--- src/calt_pkg.sv ---
// Shared constants, codes and calendar helper functions for the calendar time counter.
package calt_pkg;

  // Field widths
  localparam int unsigned YEAR_W   = 14;
  localparam int unsigned MONTH_W  = 4;
  localparam int unsigned DAY_W    = 5;
  localparam int unsigned HOUR_W   = 5;
  localparam int unsigned MINUTE_W = 6;
  localparam int unsigned SECOND_W = 6;
  localparam int unsigned PRESC_W  = 10;

  // Action codes of an input word
  localparam logic ACT_TICK = 1'b0;
  localparam logic ACT_LOAD = 1'b1;

  // Reset values
  localparam logic [PRESC_W-1:0] TPS_RESET   = 10'd1000;
  localparam logic [YEAR_W-1:0]  YEAR_RESET  = 14'd2000;
  localparam logic [MONTH_W-1:0] MONTH_RESET = 4'd1;
  localparam logic [DAY_W-1:0]   DAY_RESET   = 5'd1;

  // Wrap limits: a counter at or above its limit rolls over with a carry
  localparam logic [SECOND_W-1:0] SECOND_LAST = 6'd59;
  localparam logic [MINUTE_W-1:0] MINUTE_LAST = 6'd59;
  localparam logic [HOUR_W-1:0]   HOUR_LAST   = 5'd23;
  localparam logic [MONTH_W-1:0]  MONTH_LAST  = 4'd12;
  localparam logic [YEAR_W-1:0]   YEAR_LAST   = 14'd9999;

  // Month numbers used in the length decoder
  localparam logic [MONTH_W-1:0] MON_JAN = 4'd1;
  localparam logic [MONTH_W-1:0] MON_FEB = 4'd2;
  localparam logic [MONTH_W-1:0] MON_MAR = 4'd3;
  localparam logic [MONTH_W-1:0] MON_APR = 4'd4;
  localparam logic [MONTH_W-1:0] MON_MAY = 4'd5;
  localparam logic [MONTH_W-1:0] MON_JUN = 4'd6;
  localparam logic [MONTH_W-1:0] MON_JUL = 4'd7;
  localparam logic [MONTH_W-1:0] MON_AUG = 4'd8;
  localparam logic [MONTH_W-1:0] MON_SEP = 4'd9;
  localparam logic [MONTH_W-1:0] MON_OCT = 4'd10;
  localparam logic [MONTH_W-1:0] MON_NOV = 4'd11;
  localparam logic [MONTH_W-1:0] MON_DEC = 4'd12;

  // Reciprocal of 100 scaled by 2^19; exact quotient for every 14-bit year
  localparam logic [12:0] RECIP_100  = 13'd5243;
  localparam int unsigned RECIP_SHIFT = 19;

  // Gregorian leap rule: divisible by 4, except by 100 unless by 400
  function automatic logic is_leap(input logic [YEAR_W-1:0] y);
    logic [26:0]       prod;
    logic [7:0]        q;
    logic [YEAR_W-1:0] back;
    prod = 27'(y) * 27'(RECIP_100);
    q    = prod[26:RECIP_SHIFT];
    back = YEAR_W'(q) * 14'd100;
    return (y[1:0] == 2'b00) && ((back != y) || (q[1:0] == 2'b00));
  endfunction

  // Days in a month; months outside 1..12 count as 31 days
  function automatic logic [DAY_W-1:0] month_days(input logic [MONTH_W-1:0] m,
                                                  input logic leap);
    logic [DAY_W-1:0] d;
    unique case (m) inside
      MON_FEB:                            d = leap ? 5'd29 : 5'd28;
      MON_APR, MON_JUN, MON_SEP, MON_NOV: d = 5'd30;
      MON_JAN, MON_MAR, MON_MAY, MON_JUL,
      MON_AUG, MON_OCT, MON_DEC:          d = 5'd31;
      default:                            d = 5'd31;
    endcase
    return d;
  endfunction

endpackage

--- src/calendar_time_counter.sv ---
// Top level of the calendar time counter: prescaler, date-time counters and output register.
//
// Usage:
//   Input channel (in_valid/in_ready) carries one word per millisecond tick
//   (action = tick) or a load of a full date and time (action = load).
//   Config channel (cfg_valid/cfg_ready) writes ticks_per_second; it is
//   always ready and should be written only while the counter is idle.
//   Output channel (out_valid/out_ready) returns one word per input word:
//   the date-time after that word and second_pulse, set when a tick closed
//   a second.
// Output: the result is registered and valid in the cycle after the input word is accepted.
// Throughput: one word per cycle unless a result waits on out_ready; the
//   counters update in a single pass of carry logic between the state registers,
//   which also act as the output register.
// Stall: while a result waits on out_ready, in_ready is low, and it rises
//   in the same cycle the result is taken.
// Reset: synchronous; clears the prescaler, sets 2000-01-01 00:00:00,
//   ticks_per_second = 1000, and empties the output register.
module calendar_time_counter (
  input  logic        clk,
  input  logic        rst,
  // configuration write
  input  logic        cfg_valid,
  output logic        cfg_ready,
  input  logic [9:0]  cfg_data,
  // input words
  input  logic        in_valid,
  output logic        in_ready,
  input  logic        action,
  input  logic [13:0] new_year,
  input  logic [3:0]  new_month,
  input  logic [4:0]  new_day,
  input  logic [4:0]  new_hour,
  input  logic [5:0]  new_minute,
  input  logic [5:0]  new_second,
  // result words
  output logic        out_valid,
  input  logic        out_ready,
  output logic [13:0] cur_year,
  output logic [3:0]  cur_month,
  output logic [4:0]  cur_day,
  output logic [4:0]  cur_hour,
  output logic [5:0]  cur_minute,
  output logic [5:0]  cur_second,
  output logic        second_pulse
);

  // State registers
  logic [calt_pkg::PRESC_W-1:0]  tps;
  logic [calt_pkg::PRESC_W-1:0]  ms_count;
  logic [calt_pkg::SECOND_W-1:0] sec_count;
  logic [calt_pkg::MINUTE_W-1:0] min_count;
  logic [calt_pkg::HOUR_W-1:0]   hour_count;
  logic [calt_pkg::DAY_W-1:0]    day_count;
  logic [calt_pkg::MONTH_W-1:0]  month_count;
  logic [calt_pkg::YEAR_W-1:0]   year_count;
  logic                          pulse;
  logic                          valid;

  // Next values
  logic [calt_pkg::PRESC_W-1:0]  ms_count_next;
  logic [calt_pkg::SECOND_W-1:0] sec_count_next;
  logic [calt_pkg::MINUTE_W-1:0] min_count_next;
  logic [calt_pkg::HOUR_W-1:0]   hour_count_next;
  logic [calt_pkg::DAY_W-1:0]    day_count_next;
  logic [calt_pkg::MONTH_W-1:0]  month_count_next;
  logic [calt_pkg::YEAR_W-1:0]   year_count_next;
  logic                          pulse_next;

  logic                         in_fire;
  logic [calt_pkg::PRESC_W:0]   ms_inc;
  logic                         sec_done;
  logic                         sec_wrap, min_wrap, hour_wrap;
  logic                         day_wrap, month_wrap, year_wrap;
  logic                         leap;
  logic [calt_pkg::DAY_W-1:0]   dim;

  // Handshakes
  assign cfg_ready = 1'b1;
  assign in_ready  = !valid || out_ready;
  assign in_fire   = in_valid && in_ready;

  // Prescaler compare; a prescale of zero behaves like one
  assign ms_inc   = {1'b0, ms_count} + 11'd1;
  assign sec_done = ms_inc >= {1'b0, tps};

  // Rollover conditions of each counter
  assign leap       = calt_pkg::is_leap(year_count);
  assign dim        = calt_pkg::month_days(month_count, leap);
  assign sec_wrap   = sec_count >= calt_pkg::SECOND_LAST;
  assign min_wrap   = min_count >= calt_pkg::MINUTE_LAST;
  assign hour_wrap  = hour_count >= calt_pkg::HOUR_LAST;
  assign day_wrap   = day_count >= dim;
  assign month_wrap = month_count >= calt_pkg::MONTH_LAST;
  assign year_wrap  = year_count >= calt_pkg::YEAR_LAST;

  // Load or tick with carry chain
  always_comb begin
    ms_count_next    = ms_count;
    sec_count_next   = sec_count;
    min_count_next   = min_count;
    hour_count_next  = hour_count;
    day_count_next   = day_count;
    month_count_next = month_count;
    year_count_next  = year_count;
    pulse_next       = 1'b0;
    if (action == calt_pkg::ACT_LOAD) begin
      year_count_next  = new_year;
      month_count_next = new_month;
      day_count_next   = new_day;
      hour_count_next  = new_hour;
      min_count_next   = new_minute;
      sec_count_next   = new_second;
    end else if (!sec_done) begin
      ms_count_next = ms_inc[calt_pkg::PRESC_W-1:0];
    end else begin
      ms_count_next  = '0;
      pulse_next     = 1'b1;
      sec_count_next = sec_wrap ? '0 : sec_count + 6'd1;
      if (sec_wrap) begin
        min_count_next = min_wrap ? '0 : min_count + 6'd1;
        if (min_wrap) begin
          hour_count_next = hour_wrap ? '0 : hour_count + 5'd1;
          if (hour_wrap) begin
            day_count_next = day_wrap ? calt_pkg::DAY_RESET : day_count + 5'd1;
            if (day_wrap) begin
              month_count_next = month_wrap ? calt_pkg::MONTH_RESET : month_count + 4'd1;
              if (month_wrap) begin
                year_count_next = year_wrap ? '0 : year_count + 14'd1;
              end
            end
          end
        end
      end
    end
  end

  // Counters double as the output register
  always_ff @(posedge clk) begin
    if (rst) begin
      tps         <= calt_pkg::TPS_RESET;
      ms_count    <= '0;
      sec_count   <= '0;
      min_count   <= '0;
      hour_count  <= '0;
      day_count   <= calt_pkg::DAY_RESET;
      month_count <= calt_pkg::MONTH_RESET;
      year_count  <= calt_pkg::YEAR_RESET;
      pulse       <= 1'b0;
      valid       <= 1'b0;
    end else begin
      if (cfg_valid && cfg_ready) begin
        tps <= cfg_data;
      end
      if (in_fire) begin
        ms_count    <= ms_count_next;
        sec_count   <= sec_count_next;
        min_count   <= min_count_next;
        hour_count  <= hour_count_next;
        day_count   <= day_count_next;
        month_count <= month_count_next;
        year_count  <= year_count_next;
        pulse       <= pulse_next;
        valid       <= 1'b1;
      end else if (out_ready) begin
        valid <= 1'b0;
      end
    end
  end

  assign out_valid    = valid;
  assign cur_year     = year_count;
  assign cur_month    = month_count;
  assign cur_day      = day_count;
  assign cur_hour     = hour_count;
  assign cur_minute   = min_count;
  assign cur_second   = sec_count;
  assign second_pulse = pulse;

  // A completed second always leaves the prescaler at zero
  a_pulse_ms_zero: assert property (@(posedge clk) disable iff (rst)
    second_pulse |-> ms_count == '0)
    else $error("second pulse with nonzero prescaler count");

  // A load shows the loaded fields and no pulse
  a_load_shows: assert property (@(posedge clk) disable iff (rst)
    in_fire && action == calt_pkg::ACT_LOAD |=>
      cur_year == $past(new_year) && cur_second == $past(new_second) && !second_pulse)
    else $error("load not reflected in result");

  // A tick that does not close a second leaves the time fields alone
  a_tick_no_carry: assert property (@(posedge clk) disable iff (rst)
    in_fire && action == calt_pkg::ACT_TICK && !sec_done |=>
      $stable(sec_count) && $stable(day_count) && !second_pulse)
    else $error("time changed without a second boundary");

  // Every accepted word yields a result in the next cycle
  a_result_follows: assert property (@(posedge clk) disable iff (rst)
    in_fire |=> out_valid)
    else $error("accepted word produced no result");

  // The prescaler keeps state when no word is accepted
  a_ms_hold: assert property (@(posedge clk) disable iff (rst)
    !in_fire |=> $stable(ms_count))
    else $error("prescaler moved without an accepted word");

endmodule

--- config.mk ---
export PLATFORM = sky130hd
export DESIGN_NAME = calendar_time_counter
export DESIGN_NICKNAME = d
export VERILOG_FILES = /design/src/calt_pkg.sv /design/src/calendar_time_counter.sv
export SDC_FILE = /design/constraint.sdc
export NUM_CORES = 1
export LEC_CHECK = 0
export CORE_MARGIN = 2
export CORE_UTILIZATION = 40
export CTS_CLUSTER_SIZE = 8
export DETAILED_ROUTE_END_ITERATION = 6
export DONT_BUFFER_PORTS = 1
export HOLD_SLACK_MARGIN = 0.03
export SYNTH_ARGS = -nofsm -noshare
export SYNTH_HDL_FRONTEND = slang
export SYNTH_SLANG_ARGS = --single-unit
--- constraint.sdc ---
create_clock -name clk -period 10.3 [get_ports clk]
set_input_delay 1.545 -clock clk [delete_from_list [all_inputs] [get_ports clk]]
set_output_delay 1.545 -clock clk [all_outputs]
set_load 0.01 [all_outputs]
# --- Word level (Yosys, flattened, before mapping) ---
# Index checks and enable logic that the tools add are counted.
word_totals:
  regBits: 62
  latchBits: 0
  mem_bits_rw: 0
  rom_bits: 0
  mem_count: 0
classes:
  addsub: 7
  mul: 2
  div_mod_pow: 0
  order_cmp: 7
  n_eq_ne: 6
  shift: 0
  mux: 40
  bitwise_logic: 1
  n_reduce_logical: 22
ops:
  columns: ["cell", "n"]
  rows:
  - ["$mux 14", 8]
  - ["$mux 5", 11]
  - ["$mux 6", 7]
  - ["$mux 4", 7]
  - ["$mul 14x13->27 const B", 1]
  - ["$add 14x1->14 const B", 1]
  - ["$ge 14x14->1 const B", 1]
  - ["$ne 14x14->1", 1]
  - ["$reduce_bool 2->1", 7]
  - ["$add 6x1->6 const B", 2]
  - ["$ge 6x6->1 const B", 2]
  - ["$mul 8x5->12 const B", 1]
  - ["$add 10x1->11 const B", 1]
  - ["$ge 11x10->1", 1]
  - ["$add 5x1->5 const B", 2]
  - ["$mux 10", 1]
  - ["$eq 4x3->1 const B", 2]
  - ["$eq 4x4->1 const B", 2]
  - ["$reduce_and 7->1", 1]
  - ["$reduce_and 6->1", 1]
  - ["$ge 5x5->1", 1]
  - ["$ge 5x5->1 const B", 1]
  - ["$mux 1", 5]
  - ["$reduce_and 5->1", 1]
  - ["other kinds (13)", 17]

# --- Logic depth before layout (Yosys ltp) ---
# Gate-level depths: netlist of run 1.
depth:
  ltp_word: 14
  ltp_mapped: 40
  ltp_nobuf: 39

# --- Least setup slack after synthesis of run 1 ---
# No wires, ideal clock.
synth_path:
  path_kind: "register to register"
  start: "register year_count, in the netlist cur_year[4]"
  end: "register year_count, in the netlist cur_year[10]"
  setup_ns: 0.122
  t_arrival_ns: 9.361
  path_slack_ns: 0.817
  path_stages_with_launch: 40
  path_buffers: 2
  synth_period_minus_slack_ns: 9.483
  cell_sequence: "dfxtp_1 -> inv_1 -> fa_1 -> inv_1 -> ha_1 -> fa_1 -> inv_1 -> fa_1 -> fa_1 -> inv_1 -> ha_1 -> a21oi_1 -> nand2_1 -> or4_1 -> a21oi_1 -> o21ai_1 -> xor2_1 -> ha_1 -> (+4 left out) -> ha_1 -> a211oi_1 -> nor2_1 -> and2_0 -> o21ai_0 -> a21oi_1 -> or3_1 -> a2111oi_0 -> a31oi_1 -> ha_1 -> nand2b_1 -> a21o_1 -> a41oi_1 -> or3_1 -> clkbuf_1 -> nor2_1 -> buf_2 -> a221o_1"
synth_via:
  elab_chain_cells: 10
  elab_cells_between_ends: 21
synth_rtl:
  columns: ["item", "line_no", "text"]
  rows:
  - ["start: declaration", "calendar_time_counter.sv:56", "logic [calt_pkg::YEAR_W-1:0] year_count;"]
  - ["start signal: assignment", "calendar_time_counter.sv:148", "year_count <= calt_pkg::YEAR_RESET;"]
  - ["start signal: assignment", "calendar_time_counter.sv:162", "year_count <= year_count_next;"]
  - ["$mul 14x13->27", "calt_pkg.sv:53", "prod = 27'(y) * 27'(RECIP_100);"]
  - ["$mul 8x5->12", "calt_pkg.sv:55", "back = YEAR_W'(q) * 14'd100;"]
  - ["$ne 14x14->1", "calt_pkg.sv:56", "return (y[1:0] == 2'b00) && ((back != y) || (q[1:0] == 2'b00));"]
  - ["$logic_or 1x1->1", "calt_pkg.sv:56", null]
  - ["$logic_and 1x1->1", "calt_pkg.sv:56", null]
  - ["$mux 1", "calt_pkg.sv:64", "MON_FEB: d = leap ? 5'd29 : 5'd28;"]
  - ["$pmux 2 s2", "calt_pkg.sv:63", "unique case (m) inside"]
  - ["$ge 5x5->1", "calendar_time_counter.sv:93", "assign day_wrap = day_count >= dim;"]
  - ["$reduce_bool 2->1 (no source line)", null, null]
  - ["$reduce_and 7->1 (no source line)", null, null]
# Parallel ways exist; a longest one is shown, timed or not. The select of a mux whose other input is x is not followed.
# A chain may end at the register's enable or synchronous reset.

# --- Final worst setup path of run 1 ---
layout_path:
  start: "register year_count, in the netlist cur_year[9]"
  end: "register year_count, in the netlist cur_year[10]"
# Same word-level chain as after synthesis.

==> results of run 1 <==
-- worst max-delay path by stage --
stage / cells after the start / endpoint / slack, ns / start
global placement: 39 / cur_year[10] / 0.54 / cur_year[11]
floorplan: 39 / cur_year[10] / 0.82 / cur_year[4]
CTS: 39 / cur_year[10] / 0.30 / cur_year[11]
detailed placement: 39 / cur_year[10] / 0.36 / cur_year[11]
finish: 40 / cur_year[10] / 0.64 / cur_year[9]
global route: 39 / cur_year[10] / 0.01 / cur_year[5]
-- cell usage after synthesis (all sizes together) (10+ instances only) --
master	n
nand3	29
xnor2	26
o31ai	10
nor3	14
o21ai	32
ha	159
nand2	55
inv	148
clkbuf	18
nor2	47
and3	16
xor2	12
a21o	11
a22oi	12
buf	11
dfxtp	62
fa	66
o211ai	16
a21oi	56
a211oi	16
-- worst max-delay path: cells and delay by family, from the launching register on --
kind                       cells  cell delay, ns
buffers and inverters          8            0.75
adders and majority gates     10            3.87
DFF                            1            0.48
and+or+nand+nor               13            2.61
AOI/OAI and AO/OA              9            1.84
-- report_power, final --
group,switching [uW],internal [uW],leakage (uW)
Combinational,187,160,0.00353
Clock,106,203,0.000147
Sequential,7.05,246,0.000504
-- metrics by stage --
step | hold WS, ns | utilization | power, uW
global placement | 0.4523 | 0.4216 | 592.9
detailed placement | 0.4648 | 0.4216 | 595.6
CTS | 0.4714 | 0.4364 | 907.9
global route | 0.5097 | 0.4383 | 982.9
floorplan | 0.4492 | - | 542.4
finish | 0.4691 | 0.4383 | 909.6
-- cell families (layout without fill, tap and decap cells) --
family	after synthesis	in the layout	synth area share
AO/OA/AOI/OAI	216	216	0.1868
XOR/XNOR	39	39	0.04388
adder cells (fa/ha/maj)	225	225	0.4088
buffers and inverters	177	179	0.08452
flip-flops	62	62	0.1533
multiplexers	6	6	0.007726
other	1	1	0.0004631
AND/OR/NAND/NOR	193	193	0.1145
-- final cells by class --
type / instances / area (sq um) / area share
Multi-Input combinational cell: 680 / 6215 / 0.7076
Sequential cell: 62 / 1244 / 0.1416
Inverter: 148 / 555.5 / 0.06325
Tap cell: 270 / 337.8 / 0.03846
Clock buffer: 12 / 266.5 / 0.03034
Timing Repair Buffer: 18 / 135.1 / 0.01538
Clock inverter: 1 / 30.03 / 0.003419
-- per-layer routing --
| layer | vias to the layer above | global-route usage | wire length (um) | part of all wire |
|---|---|---|---|---|
| met1 | 3113 | 0.2818 | 9865 | 0.48 |
| met3 | 18 | 0.05625 | 1288 | 0.063 |
| li1 | 3201 | - | - | - |
| met2 | 131 | 0.3142 | 9159 | 0.45 |
| met4 | 0 | 0.03252 | 221 | 0.011 |
| met5 | - | 0 | 0 | 0 |
-- flip-flops by register name (all words and copies together) (netlist names), 4 cells and up --
signal / cells
cur_day: 5
cur_hour: 5
cur_minute: 6
cur_month: 4
cur_second: 6
cur_year: 14
ms_count: 10
tps: 10
==> results.cfg, run 1 <==
[yosys]
synth_top_area_share = 0.2457
syn-num-nets = 1200
synth_edf_count = 0
ys_seq_area_frac = 0.1533
ys_warn_count = 0
synth-main-ff-cell = dfxtp_1
syn_area_per_cell_sq_um = 8.811
synthCells = 919
synth_area_sq_um = 8098
synth_cell_types = 72
yosys.area.top_type = ha_1
synth-seq-cells = 62
yosys-top-cells-area = ha_1, fa_1, dfxtp_1
async_flop_share = 0

[grt]
grt.total_usage = 0.2006
grt_start_max_net_pins = 57
grt_overflow = 0
grt_pass1_vias = 6547
antenna_found_initial = 0
grt_pass1_wl_mm = 34.59

[sta]
worst_pin_slew_ns = 1.229
drv_slew = 0
grt_setup_unrepaired = no
fmax_ghz = 0.1035
slew_headroom = 0.1718
min_period_ns = 9.659
finalSetupTns_ns = 0
finalSetupViolations = 0
timing.final.crit_share = 0.9378
setup_ws_ns = 0.6406
clock_skew_ns = 0.006215
report.final.hold_viol_count = 0

[die]
ioPinCount = 100
die_w_um = 146.3
core_region_area_sq_um = 20040
die-area_sq_um = 21400
die_h_um = 146.3
initial_core_util = 0.4041
num_rows = 52

[job]
max-cap-violations = 0

[cells_and_area]
layout.cells.non_filler = 1191
layout_commonest_cell = ha_1
n_fill_cell = 2036
layout.nets = 1200
drive_gt1_frac = 0.06189
final_area_sq_um = 8783
area_growth_pct = 8.467
final_cell_mix = ha_1, inv_1, fa_1, dfxtp_1
num_antenna_cells = 0

[setup_path]
r2r_end = cur_year[10]
required_ns = 10.51
end_kind = flip-flop
critPathArrivalTime_ns = 9.87
critPathLaunchType = flip-flop
critPathMaxStageDelay_ns = 0.54
slowest_stage = fa_1
r2r_cells = 40
critPathMaxFanout = 7
regToRegSetupSlack_ns = 0.64
rr_startpoint = cur_year[9]
crit_path_frequent_cell = inv_1
crit_type = flip-flop to flip-flop

[clock_tree]
cts-hold-fix-buffers = 0
clk_pin_slew_ns = 0.05
post_cts_buffers = 0
cts_buffer_depth = 2
htreeDepth = 3
worstSkewPairLatency_ns = 0.33
cts_tree = done
cts_resized = 0
root_buffer = clkbuf_16
clock-sinks = 62
cts_buffers = 9

[place]
dp.cells = 1178
dpl_worst_slack_ns = 0.3610
numPortBuffers = 0
placed_area_sq_um = 8448
place_congestion = 0.8737
dp.final_hpwl_mm = 16.49

[power_and_ir_drop]
power_density_nw_per_um2 = 103.6
leakage_uw = 0.004184
vdd_drop_max_mv = 0.07223

[routing]
routed_wl_mm = 20.54
vias = 6463
post_drt_wl_per_cell_um = 17.24
firstDrtPassIters = 5
ant_nets = 0
drt_iter0_markers = 334
viasPerCell = 5.427
drc_errors = 0

[hold_path]
hold_start = ms_count[1]
min_path_type = flip-flop to flip-flop
hold_path_end = ms_count[1]
min_delay_path_depth = 2

[status]
outcome = completed
(Power assumes the default switching activity.)
==> run 2, diff against run 1 <==
--- a/config.mk
+++ b/config.mk
@@ -11,6 +11,7 @@
 export DETAILED_ROUTE_END_ITERATION = 6
 export DONT_BUFFER_PORTS = 1
 export HOLD_SLACK_MARGIN = 0.03
+export RECOVER_POWER = 50
 export SYNTH_ARGS = -nofsm -noshare
 export SYNTH_HDL_FRONTEND = slang
 export SYNTH_SLANG_ARGS = --single-unit
==> results.cfg, run 2 (synthesis gave the netlist of run 1 again) <==
[setup_path]
critPathMaxStageDelay_ns = 0.54
critical_path.top_delay_family = adder cells
crit_start = cur_year[9]
r2r_end = cur_year[10]
r2r_cells = 40
worstSetupEndpoint = cur_year[10]
critPathLaunchType = flip-flop
crit_path_frequent_cell = inv_1
required_ns = 10.51
slowest_stage = fa_1
critPathMaxFanout = 7
regToRegSetupSlack_ns = 0.63
end_kind = flip-flop
rr_startpoint = cur_year[9]
crit_type = flip-flop to flip-flop
cp.buffers_inverters = 8
critPathArrivalTime_ns = 9.88
cp_num_cells = 40

[cells_and_area]
largest_reg_flops = 14
layout_commonest_cell = ha_1
num_antenna_cells = 0
n_fill_cell = 2039
drive_gt1_frac = 0.05972
area_growth_pct = 8.375
final_cell_mix = ha_1, inv_1, fa_1, dfxtp_1
layout.nets = 1200

[hold_path]
hold_start = ms_count[1]
min_path_type = flip-flop to flip-flop

[place]
numPortBuffers = 0
place_congestion = 0.8737
dp.final_hpwl_mm = 16.49
dpl_worst_slack_ns = 0.3610

[grt]
antenna_found_initial = 0
grt.total_usage = 0.2006
grt_pass1_vias = 6547
grt_pass1_wl_mm = 34.59
grt_overflow = 0
grt_start_max_net_pins = 57

[die]
die_h_um = 146.3
core_region_area_sq_um = 20040
die_w_um = 146.3
num_rows = 52
die-area_sq_um = 21400
ioPinCount = 100
initial_core_util = 0.4041

[sta]
slew_headroom = 0.1564
finalSetupTns_ns = 0
grt_setup_unrepaired = no
fmax_ghz = 0.1035
min_period_ns = 9.666
clock_skew_ns = 0.005190
drv_slew = 0
worst_pin_slew_ns = 1.252
timing.final.crit_share = 0.9384
report.final.hold_viol_count = 0
finalSetupViolations = 0
holdWs_ns = 0.4687
setup_ws_ns = 0.6343

[clock_tree]
post_cts_buffers = 0
clk_pin_slew_ns = 0.05
htreeDepth = 3
cts_buffers = 9
cts-hold-fix-buffers = 0
cts_tree = done
clock-sinks = 62
root_buffer = clkbuf_16
worstSkewPairLatency_ns = 0.33
cts_buffer_depth = 2

[power_and_ir_drop]
vdd_drop_max_mv = 0.07191
p_int_uw = 609.4
switching_share = 0.3294
p_comb_frac = 0.383
clkPwrFrac = 0.339
p_switching_uw = 299.3
leakage_uw = 0.004176
power_density_nw_per_um2 = 103.5
p_seq_frac = 0.279

[routing]
vias = 6477
viasPerCell = 5.438
post_drt_wl_per_cell_um = 17.21
routed_wl_mm = 20.50
drt_iter0_markers = 346
firstDrtPassIters = 5
ant_nets = 0
drc_errors = 0

[status]
outcome = completed

[job]
max-cap-violations = 0
run 2: worst min-delay path, cell delays in order (launching register included):
cell	delay, ns
dfxtp_1	0.32
nand2_1	0.06
a21oi_1	0.05
run 2: power groups by stage:
stage	Clock (uW)	Combinational [uW]	Sequential, uW
2_1_floorplan	0	286	257
3_3_place_gp	0	335	258
3_5_place_dp	0	338	258
4_1_cts	311	343	253
5_1_grt	325	403	254
6_report	308	348	253
run 2: cell type report:
type	instances	area (sq um)	area share
clock buffer	12	266.5	0.03037
inverter	148	555.5	0.06330
sequential	62	1244	0.1417
clock inverter	1	30.03	0.003422
tap	270	337.8	0.03849
multi-input combinational	680	6215	0.7082
timing repair buffer	18	127.6	0.01454
run 2: stage by stage:
stage | std cells | cell area, sq um | power [uW] | utilization
after floorplan | 919 | 8098 | 542.4 | -
after global placement | 1178 | 8448 | 592.9 | 0.4216
after detailed placement | 1178 | 8448 | 595.6 | 0.4216
after CTS | 1191 | 8745 | 907.9 | 0.4364
after global routing | 1191 | 8776 | 982.8 | 0.4379
final | 1191 | 8776 | 908.6 | 0.4379
run 2: how the worst min path moves through the flow:
stage                     slack (ns)  cells past startpoint          end
after global routing            0.51                      2  ms_count[1]
after floorplan                 0.45                      2  ms_count[1]
after global placement          0.45                      2  ms_count[1]
after CTS                       0.47                      2  ms_count[1]
after detailed placement        0.46                      2  ms_count[1]
final                           0.47                      2  ms_count[1]
run 2: per-layer routing:
| layer | up-vias | GRT usage | wire [um] |
|---|---|---|---|
| met3 | 16 | 0.05625 | 1367 |
| met4 | 0 | 0.03252 | 203 |
| met2 | 141 | 0.3142 | 9142 |
| li1 | 3200 | - | - |
| met5 | - | 0 | 0 |
| met1 | 3120 | 0.2818 | 9783 |
run 2: timing repair:
action,CTS,global route
endpoints found under the hold margin,0,0
endpoints found under the setup margin,0,14
gates resized for setup,0,10
==> run 3, diff against run 2 <==
--- a/config.mk
+++ b/config.mk
@@ -11,6 +11,7 @@
 export DETAILED_ROUTE_END_ITERATION = 6
 export DONT_BUFFER_PORTS = 1
 export HOLD_SLACK_MARGIN = 0.03
+export PLACE_DENSITY = 0.55
 export RECOVER_POWER = 50
 export SYNTH_ARGS = -nofsm -noshare
 export SYNTH_HDL_FRONTEND = slang
==> results.cfg, run 3 (synthesis gave the netlist of run 1 again) <==
[job]
max-cap-violations = 0

[sta]
worst_pin_slew_ns = 1.244
holdWs_ns = 0.4733
grt_setup_unrepaired = no
clock_skew_ns = 0.009381
slew_headroom = 0.1620
fmax_ghz = 0.1039
min_period_ns = 9.626
finalSetupViolations = 0
timing.final.crit_share = 0.9345
finalSetupTns_ns = 0
drv_slew = 0
report.final.hold_viol_count = 0

[routing]
ant_nets = 0
drt_iter0_markers = 455
drc_errors = 0
routed_wl_mm = 20.61
firstDrtPassIters = 5
post_drt_wl_per_cell_um = 17.25
vias = 6434
viasPerCell = 5.384

[cells_and_area]
layout.nets = 1202
final_cell_mix = ha_1, inv_1, fa_1, dfxtp_1, a21oi_1
multi_input_area_sq_um = 6200
num_antenna_cells = 0
layout.cells.non_filler = 1195
final_area_sq_um = 8797
drive_gt1_frac = 0.05838
n_fill_cell = 2036
seq_area_sq_um = 1242
layout_commonest_cell = ha_1
area_growth_pct = 8.637
largest_reg_flops = 14

[clock_tree]
post_cts_buffers = 0
cts_buffer_depth = 2
cts-hold-fix-buffers = 0
clock-sinks = 62
clk_pin_slew_ns = 0.05
worstSkewPairLatency_ns = 0.34
cts_buffers = 9
cts_tree = done
cts_resized = 0
htreeDepth = 3
root_buffer = clkbuf_16

[die]
core_region_area_sq_um = 20040
num_rows = 52
die_w_um = 146.3
ioPinCount = 100
initial_core_util = 0.4041
die_h_um = 146.3
die-area_sq_um = 21400

[hold_path]
min_path_type = flip-flop to flip-flop
min_delay_path_depth = 2

[setup_path]
regToRegSetupSlack_ns = 0.67
critPathLaunchType = flip-flop
crit_type = flip-flop to flip-flop
critPathMaxFanout = 8
end_kind = flip-flop
worstSetupEndpoint = cur_year[7]
critPathMaxStageDelay_ns = 0.54
r2r_end = cur_year[7]
critPathArrivalTime_ns = 9.85
crit_start = cur_year[7]
rr_startpoint = cur_year[7]
r2r_cells = 38
crit_path_frequent_cell = ha_1
required_ns = 10.53
slowest_stage = fa_1

[status]
outcome = completed

[grt]
antenna_found_initial = 0
grt_pass1_vias = 6393
grt.total_usage = 0.2002
grt_start_max_net_pins = 57
grt_pass1_wl_mm = 34.37
grt_overflow = 0

[place]
dp.final_hpwl_mm = 16.56
place_congestion = 0.8730
placed_area_sq_um = 8463
dp.cells = 1180
numPortBuffers = 0

[power_and_ir_drop]
vdd_drop_max_mv = 0.08525
power_density_nw_per_um2 = 106.1
power_uw = 933.2
leakage_uw = 0.004193
-- run 3: changes by cell type in the layout (fill, tap and decap cells not counted), sizes merged --
cell,before,now
buf,16,17
bufinv,1,2
clkinv,0,2
-- run 3: power breakdown --
group	leakage [uW]	switching [uW]	internal, uW
Combinational	0.00353	185	161
Sequential	0.000504	7.08	246
Clock	0.000161	111	223
Total	0.00419	304	629
-- run 3: worst max-delay path: cells and delay by family (launching register included) --
family                   cells  cell delay [ns]
buffers and inverters        6             0.37
adder cells (fa/ha/maj)     11             4.04
XOR/XNOR                     1             0.30
flip-flops                   1             0.51
AO/OA/AOI/OAI               12             2.51
AND/OR/NAND/NOR              8             1.79
-- run 3: worst min-delay path by stage --
stage                      startpoint          end
after global routing      ms_count[1]  ms_count[1]
after CTS                 ms_count[8]  ms_count[8]
after floorplan           ms_count[1]  ms_count[1]
final                     ms_count[8]  ms_count[8]
after global placement    ms_count[8]  ms_count[8]
after detailed placement  ms_count[8]  ms_count[8]
-- run 3: layer usage --
layer | track usage | routed length, um
met1 | 0.2878 | 10140
met5 | 0 | 0
met3 | 0.04875 | 1163
met4 | 0.04563 | 298
met2 | 0.3050 | 9004
-- run 3: cell type report --
type                            instances  area share
Clock buffer                           11     0.02873
Clock inverter                          4    0.007965
Inverter                              148     0.06315
Multi-Input combinational cell        680      0.7047
Sequential cell                        62      0.1412
Tap cell                              270     0.03840
Timing Repair Buffer                   20     0.01579
-- run 3: stage by stage --
| stage | utilization | worst slack [ns] |
|---|---|---|
| 2_1_floorplan | - | 0.8167 |
| 3_3_place_gp | 0.4223 | 0.6360 |
| 3_5_place_dp | 0.4223 | 0.4426 |
| 4_1_cts | 0.4384 | 0.3996 |
| 5_1_grt | 0.4390 | 0.01269 |
| 6_report | 0.4390 | 0.6744 |
